## config.mk

```make
export PLATFORM = sky130hd
export DESIGN_NAME = ismf_seq
export DESIGN_NICKNAME = d
export VERILOG_FILES = /design/src/hw/rtl/ismf_pkg.sv /design/src/hw/rtl/ismf_seq.sv
export SDC_FILE = /design/constraint.sdc
export NUM_CORES = 1
export LEC_CHECK = 0
export BUFFER_PORTS_ARGS = -buffer_cell sky130_fd_sc_hd__buf_4
export CAP_MARGIN = 40
export CORE_ASPECT_RATIO = 0.75
export CORE_MARGIN = 3
export CORE_UTILIZATION = 43
export DETAILED_ROUTE_END_ITERATION = 7
export PLACE_DENSITY = 0.74
export SETUP_SLACK_MARGIN = 0.15
export SYNTH_ARGS = -nofsm -noshare
export SYNTH_HDL_FRONTEND = slang
export SYNTH_SLANG_ARGS = --single-unit
```

## constraint.sdc

```tcl
create_clock -name clk_i -period 2.1 [get_ports clk_i]
set_input_delay 0.21 -clock clk_i [delete_from_list [all_inputs] [get_ports clk_i]]
set_output_delay 0.21 -clock clk_i [all_outputs]
set_load 0.1 [all_outputs]
```

## src/hw/rtl/ismf_pkg.sv

```systemverilog
`timescale 1ns / 1ps
`default_nettype none

package ismf_pkg;

  // Lattice geometry: SIDE x SIDE spins, one lattice row per memory word.
  localparam int SIDE   = 64;
  localparam int IDX_W  = $clog2(SIDE);

  // Field widths.
  localparam int THRESH_W = 17;
  localparam int RAND_W   = 16;
  localparam int DE_W     = 5;
  localparam int ENERGY_W = 15;
  localparam int MAG_W    = 14;
  localparam int CNT_W    = 3;

  // Stream packing.
  localparam int IN_TDATA_W  = 32;
  localparam int OUT_TDATA_W = 40;

  // Register indexes of the configuration port.
  localparam logic CFG_THRESH_FOUR  = 1'b0;
  localparam logic CFG_THRESH_EIGHT = 1'b1;

  // Item kinds.
  localparam logic KIND_LOAD  = 1'b0;
  localparam logic KIND_TRIAL = 1'b1;

  // Totals after reset: every spin +1.
  localparam logic signed [ENERGY_W-1:0] ENERGY_RESET = ENERGY_W'(-2 * SIDE * SIDE);
  localparam logic signed [MAG_W-1:0]    MAG_RESET    = MAG_W'(SIDE * SIDE);

  typedef enum logic [2:0] {
    ST_CLEAR,
    ST_IDLE,
    ST_RD_UP,
    ST_RD_MID,
    ST_RD_DN,
    ST_ACC_DN,
    ST_COMMIT
  } seq_state_e;

  // Steering from the sequencer to the neighbor unit.
  typedef struct packed {
    logic clearing;
    logic nb_clr;
    logic add_up;
    logic add_mid;
    logic add_dn;
    logic commit;
  } ctl_t;

  // One result item.
  typedef struct packed {
    logic                       site_spin;
    logic signed [MAG_W-1:0]    spin_sum;
    logic signed [ENERGY_W-1:0] total_energy;
    logic signed [DE_W-1:0]     delta_energy;
    logic                       accepted;
  } result_t;

endpackage

`default_nettype wire

```

## src/hw/rtl/ismf_seq.sv

```systemverilog
`timescale 1ns / 1ps
`default_nettype none

module ismf_seq
  import ismf_pkg::*;
(
  input  wire logic             clk_i,
  input  wire logic             rst_ni,
  input  wire logic             in_valid_i,
  input  wire logic             out_busy_i,
  input  wire logic [IDX_W-1:0] row_i,
  output logic                  in_ready_o,
  output ctl_t                  ctl_o,
  output logic                  re_o,
  output logic [IDX_W-1:0]      raddr_o,
  output logic                  we_o,
  output logic [IDX_W-1:0]      waddr_o
);

  seq_state_e       state_q, state_d;
  logic [IDX_W-1:0] clr_q, clr_d;

  // Next state.
  always_comb begin
    state_d = state_q;
    case (state_q)
      ST_CLEAR: begin
        if (clr_q == IDX_W'(SIDE - 1)) begin
          state_d = ST_IDLE;
        end
      end
      ST_IDLE: begin
        if (in_valid_i) begin
          state_d = ST_RD_UP;
        end
      end
      ST_RD_UP:  state_d = ST_RD_MID;
      ST_RD_MID: state_d = ST_RD_DN;
      ST_RD_DN:  state_d = ST_ACC_DN;
      ST_ACC_DN: state_d = ST_COMMIT;
      ST_COMMIT: begin
        if (!out_busy_i) begin
          state_d = ST_IDLE;
        end
      end
      default: state_d = ST_IDLE;
    endcase
  end

  // Clear pass counter, one row per cycle.
  assign clr_d = (state_q == ST_CLEAR) ? clr_q + IDX_W'(1) : clr_q;

  always_ff @(posedge clk_i or negedge rst_ni) begin
    if (!rst_ni) begin
      state_q <= ST_CLEAR;
      clr_q   <= '0;
    end else begin
      state_q <= state_d;
      clr_q   <= clr_d;
    end
  end

  // Outputs.
  always_comb begin
    in_ready_o    = 1'b0;
    ctl_o         = '0;
    re_o          = 1'b0;
    raddr_o       = row_i;
    we_o          = 1'b0;
    waddr_o       = row_i;
    case (state_q)
      ST_CLEAR: begin
        ctl_o.clearing = 1'b1;
        we_o           = 1'b1;
        waddr_o        = clr_q;
      end
      ST_IDLE: begin
        in_ready_o   = 1'b1;
        ctl_o.nb_clr = 1'b1;
      end
      ST_RD_UP: begin
        re_o    = 1'b1;
        raddr_o = row_i - IDX_W'(1);
      end
      ST_RD_MID: begin
        re_o         = 1'b1;
        ctl_o.add_up = 1'b1;
      end
      ST_RD_DN: begin
        re_o          = 1'b1;
        raddr_o       = row_i + IDX_W'(1);
        ctl_o.add_mid = 1'b1;
      end
      ST_ACC_DN: begin
        ctl_o.add_dn = 1'b1;
      end
      ST_COMMIT: begin
        if (!out_busy_i) begin
          ctl_o.commit = 1'b1;
          we_o         = 1'b1;
        end
      end
      default: begin
        in_ready_o = 1'b0;
      end
    endcase
  end

endmodule

`default_nettype wire
```

==> flow_metrics.tcl, run 1 <==
set metrics [dict create \
    synth.most_common_cell "mux2_2" \
    yosys-top-cells-area "dfrtp_1, mux2_2, ha_1" \
    synth-simple-area-share_pct 17.6 \
    dp_cells 148 \
    synth_edf_count 0 \
    grt_max_degree 12 \
    clock-sinks 9 \
    synth_fp_nets 105 \
    ys_seq_elements 9 \
    dp_hpwl_um 1870 \
    synth_top_family_by_area "simple AND/OR/NAND/NOR gates" \
    htreeDepth 1 \
    synth_top_area_share_pct 27.3 \
    cts_buffer_depth 2 \
    stop_error "[ERROR DPL-0033] detailed placement checks failed during check placement." \
    io_buffers 30 \
    place_congestion 0.816 \
    syn_area_um2 826 \
    synth_top_cells_by_count "mux2_2, dfrtp_1, xnor2_1" \
    yosysTopAreaCell "dfrtp_1" \
    status "aborted with a tool error" \
    synth.yosys.seq_area_share_pct 27.3 \
    synthMuxAreaShare_pct 16.1 \
    ys.flop_type "dfrtp_1" \
    postGrtWorstEndpoint "raddr_o[5]" \
    die_h_um 44.0 \
    synth_fa_ha_area_share_pct 11.5 \
    antenna_found_initial 0 \
    synthCells 88 \
    dpl_cell_area_um2 1300 \
    numCtsBuffers 3 \
    synth.avg_cell_area_um2 9.38 \
    cts_root_buf "clkbuf_4" \
    yosys_warnings 0 \
    ios 31 \
    yosys.cell_types.count 30 \
    synth_compound_area_share_pct 10.9 \
    synth_xor_area_share_pct 11.7 \
    ys_async_sr_fraction_pct 100 \
    die_x_um 56.6 \
    row_count 13 \
    start_util_pct 46.6 \
    haltStage "5_1_grt" \
    endpoint_type "top-level output" \
]
## through the flow
step	utilization, %	setup WS (ns)
2_1_floorplan	-	-0.395
3_3_place_gp	73.2	-0.221
3_5_place_dp	73.2	-0.306
4_1_cts	84.6	-0.440
## timing repair
item	CTS
pin swaps	7
gates resized for setup	34
setup endpoints to repair	13
hold buffers	1
setup buffers	2
endpoints found under the hold margin	9
## cell families after synthesis
kind of cell / after synthesis
flops: 9
xor+xnor: 11
fa+ha+maj: 7
mux: 12
simple gates: 26
buf+inv: 9
compound gates: 14
==> run 2: changes to the inputs <==
--- a/config.mk
+++ b/config.mk
@@ -7,12 +7,10 @@
 export LEC_CHECK = 0
 export BUFFER_PORTS_ARGS = -buffer_cell sky130_fd_sc_hd__buf_4
 export CAP_MARGIN = 40
-export CORE_ASPECT_RATIO = 0.75
-export CORE_MARGIN = 3
-export CORE_UTILIZATION = 43
+export CORE_AREA = 3 3 64 66
 export DETAILED_ROUTE_END_ITERATION = 7
-export PLACE_DENSITY = 0.74
-export SETUP_SLACK_MARGIN = 0.15
+export DIE_AREA = 0 0 67 69
+export PLACE_DENSITY_LB_ADDON = 0.15
 export SYNTH_ARGS = -nofsm -noshare
 export SYNTH_HDL_FRONTEND = slang
 export SYNTH_SLANG_ARGS = --single-unit
==> constraint.sdc (replaced) <==
create_clock -name clk_i -period 2.75 [get_ports clk_i]
set_input_delay 0.275 -clock clk_i [delete_from_list [all_inputs] [get_ports clk_i]]
set_output_delay 0.275 -clock clk_i [all_outputs]
set_load 0.1 [all_outputs]
==> run 2 against run 1 <==
Synthesized area stayed put; the flow now finishes without violations; synthesized cell count stayed put.
==> flow_metrics.tcl, run 2 <==
set metrics [dict create \
    final_cell_mix "buf_4, mux2_2, dfrtp_1" \
    drv_cap 0 \
    ys_seq_elements 9 \
    dp_hpwl_um 1740 \
    reg2reg_from "state_q[1]" \
    final_common_cell "buf_4" \
    synth_fp_nets 105 \
    htreeDepth 1 \
    place_congestion 0.733 \
    cp_max_fo 5 \
    seqCellArea_um2 225 \
    yosys.cell_types.count 30 \
    totalWireLength_um 2110 \
    critPathRequiredTime_ns 2.48 \
    ys.flop_type "dfrtp_1" \
    startpoint_type "register" \
    drc 0 \
    synthToLayoutAreaGrowth_pct 51.7 \
    io_buffers 30 \
    fmax_mhz 382 \
    cp_num_buf_inv 2 \
    fillers 399 \
    yosysTopAreaCell "dfrtp_1" \
    grt_first_pass_wirelength_um 3570 \
    syn_area_um2 826 \
    crit_start "state_q[1]" \
    dr.pass1.iters 2 \
    largest_reg_flops 6 \
    routedWlPerCell_um 12.1 \
    hold_viol 0 \
    worst_setup_path_end_kind "output port" \
    ios 31 \
    clk_pin_slew_worst_paths_ns 0.04 \
    antenna_found_initial 0 \
    grt_usage_pct 9.73 \
    grt_pass1_vias 753 \
    synth.avg_cell_area_um2 9.38 \
    vias 767 \
    overflow 0 \
    fin_crit_sh_pct 95.2 \
    insertedDiodeCount 0 \
    yosys_warnings 0 \
    synth.most_common_cell "mux2_2" \
    top_register "clr_q" \
    dr.first_iter.drc_count 62 \
    period_needed_ns 2.62 \
    min_path_type "in -> async" \
    rr_endpoint "state_q[0]" \
    drive_gt1_share_pct 50.0 \
    status "completed" \
    multiInputGateArea_um2 612 \
    maxSlewHeadroom_pct 66.9 \
    final-max-slew-violation-count 0 \
    synth_top_cells_by_count "mux2_2, dfrtp_1, xnor2_1" \
    slowest_stage "dfrtp_1" \
    skew_ns 0.00360 \
    grt_max_degree 15 \
    die_area_um2 4620 \
    row_count 22 \
    r2r_setup_slack_ns 1.08 \
    via_per_inst 4.41 \
    die_h_um 69 \
    synth.yosys.seq_area_share_pct 27.3 \
    rsz0062_at_grt "false" \
    final_area_um2 1250 \
    dpl_cell_area_um2 1130 \
    yosys-top-cells-area "dfrtp_1, mux2_2, ha_1" \
    max_stage_delay_ns 0.37 \
    start_util_pct 22.7 \
    ys_async_sr_fraction_pct 100 \
    synthCells 88 \
    place_worst_setup_slack_ns 0.195 \
    arrival_ns 2.34 \
    path_delay_family "compound AO/OA/AOI/OAI gates" \
    antenna_left 0 \
    cts_tree "built" \
    cts_root_buf "clkbuf_8" \
    reg.largest.list "clr_q x6, state_q x3" \
    clock_latency_ns 0.23 \
    coreArea_um2 3630 \
    setup_viol_count_final 0 \
    synth_top_area_share_pct 27.3 \
    fin_nets 144 \
    tightestPinTransition_ns 0.495 \
    critPathKind "reg -> out" \
    die_x_um 67 \
    clock-sinks 9 \
    finalWorstSetupSlack_ns 0.133 \
    rr_worst_depth 8 \
    numCtsBuffers 3 \
    synth_edf_count 0 \
    path_cells "nor2_1, nand2_2, buf_4, ha_4, a21oi_2, nor2b_1, a311o_1, mux2i_2, xnor2_2, buf_6" \
    cts_buffer_depth 2 \
]
==> run 2: how the worst max path moves through the flow <==
| stage | to | slack (ns) | cells after the start |
|---|---|---|---|
| after detailed placement | raddr_o[5] | 0.19 | 9 |
| after global placement | raddr_o[5] | 0.28 | 9 |
| after CTS | raddr_o[5] | 0.07 | 9 |
| after floorplan | raddr_o[5] | -0.24 | 9 |
| final | raddr_o[5] | 0.13 | 10 |
| after global routing | raddr_o[5] | 0.005 | 10 |
==> run 2: through the flow <==
step | instances | util, % | TNS (ns) | hold slack [ns]
after detailed placement | 166 | 31.2 | 0 | 0.105
after CTS | 171 | 33.3 | 0 | 0.395
after global placement | 166 | 31.2 | 0 | 0.106
after global routing | 174 | 34.5 | 0 | 0.429
after floorplan | 88 | - | -0.242 | -0.0206
final | 174 | 34.5 | 0 | 0.399
==> run 2: repair_timing <==
action / in CTS / in global routing
endpoints found under the setup margin: 1 / 1
endpoints found under the hold margin: 9 / 0
gates resized for setup: 4 / 3
hold buffers: 1 / 0
setup buffers: 0 / 3
pin swaps: 0 / 2
==> run 2: cells by family after synthesis <==
| group | after synthesis | synth area share (%) |
|---|---|---|
| and+or+nand+nor | 26 | 17.6 |
| DFF | 9 | 27.3 |
| adders and majority gates | 7 | 11.5 |
| xor gates and xnor gates | 11 | 11.7 |
| AOI/OAI and AO/OA | 14 | 10.9 |
| muxes | 12 | 16.1 |
| buffers and inverters | 9 | 5.00 |
==> run 2: worst reg2reg max path: cells and delay by family, from the launching register on <==
kind	cells	cell delay [ns]
muxes	1	0.10
and+or+nand+nor	2	0.43
DFF	1	0.37
AOI/OAI and AO/OA	1	0.06
adders and majority gates	1	0.24
buffers and inverters	3	0.35
==> run 2: layout make-up <==
type / count / area share, %
timing repair buffer: 38 / 23.3
clock buffer: 4 / 3.60
sequential: 9 / 18.0
tap: 48 / 4.80
inverter: 5 / 1.50
multi-input combinational: 70 / 48.9
==> run 2: routing by layer <==
metal	track usage, %	vias to the layer above	wire [um]
met5	0	-	0
met4	2.70	0	13
met3	3.26	2	135
met2	15.8	19	1080
met1	12.0	362	874
li1	-	384	-
Power of run 2 is not shown: default switching activity piles up to over one toggle a cycle in this logic, so the estimate is an artifact.
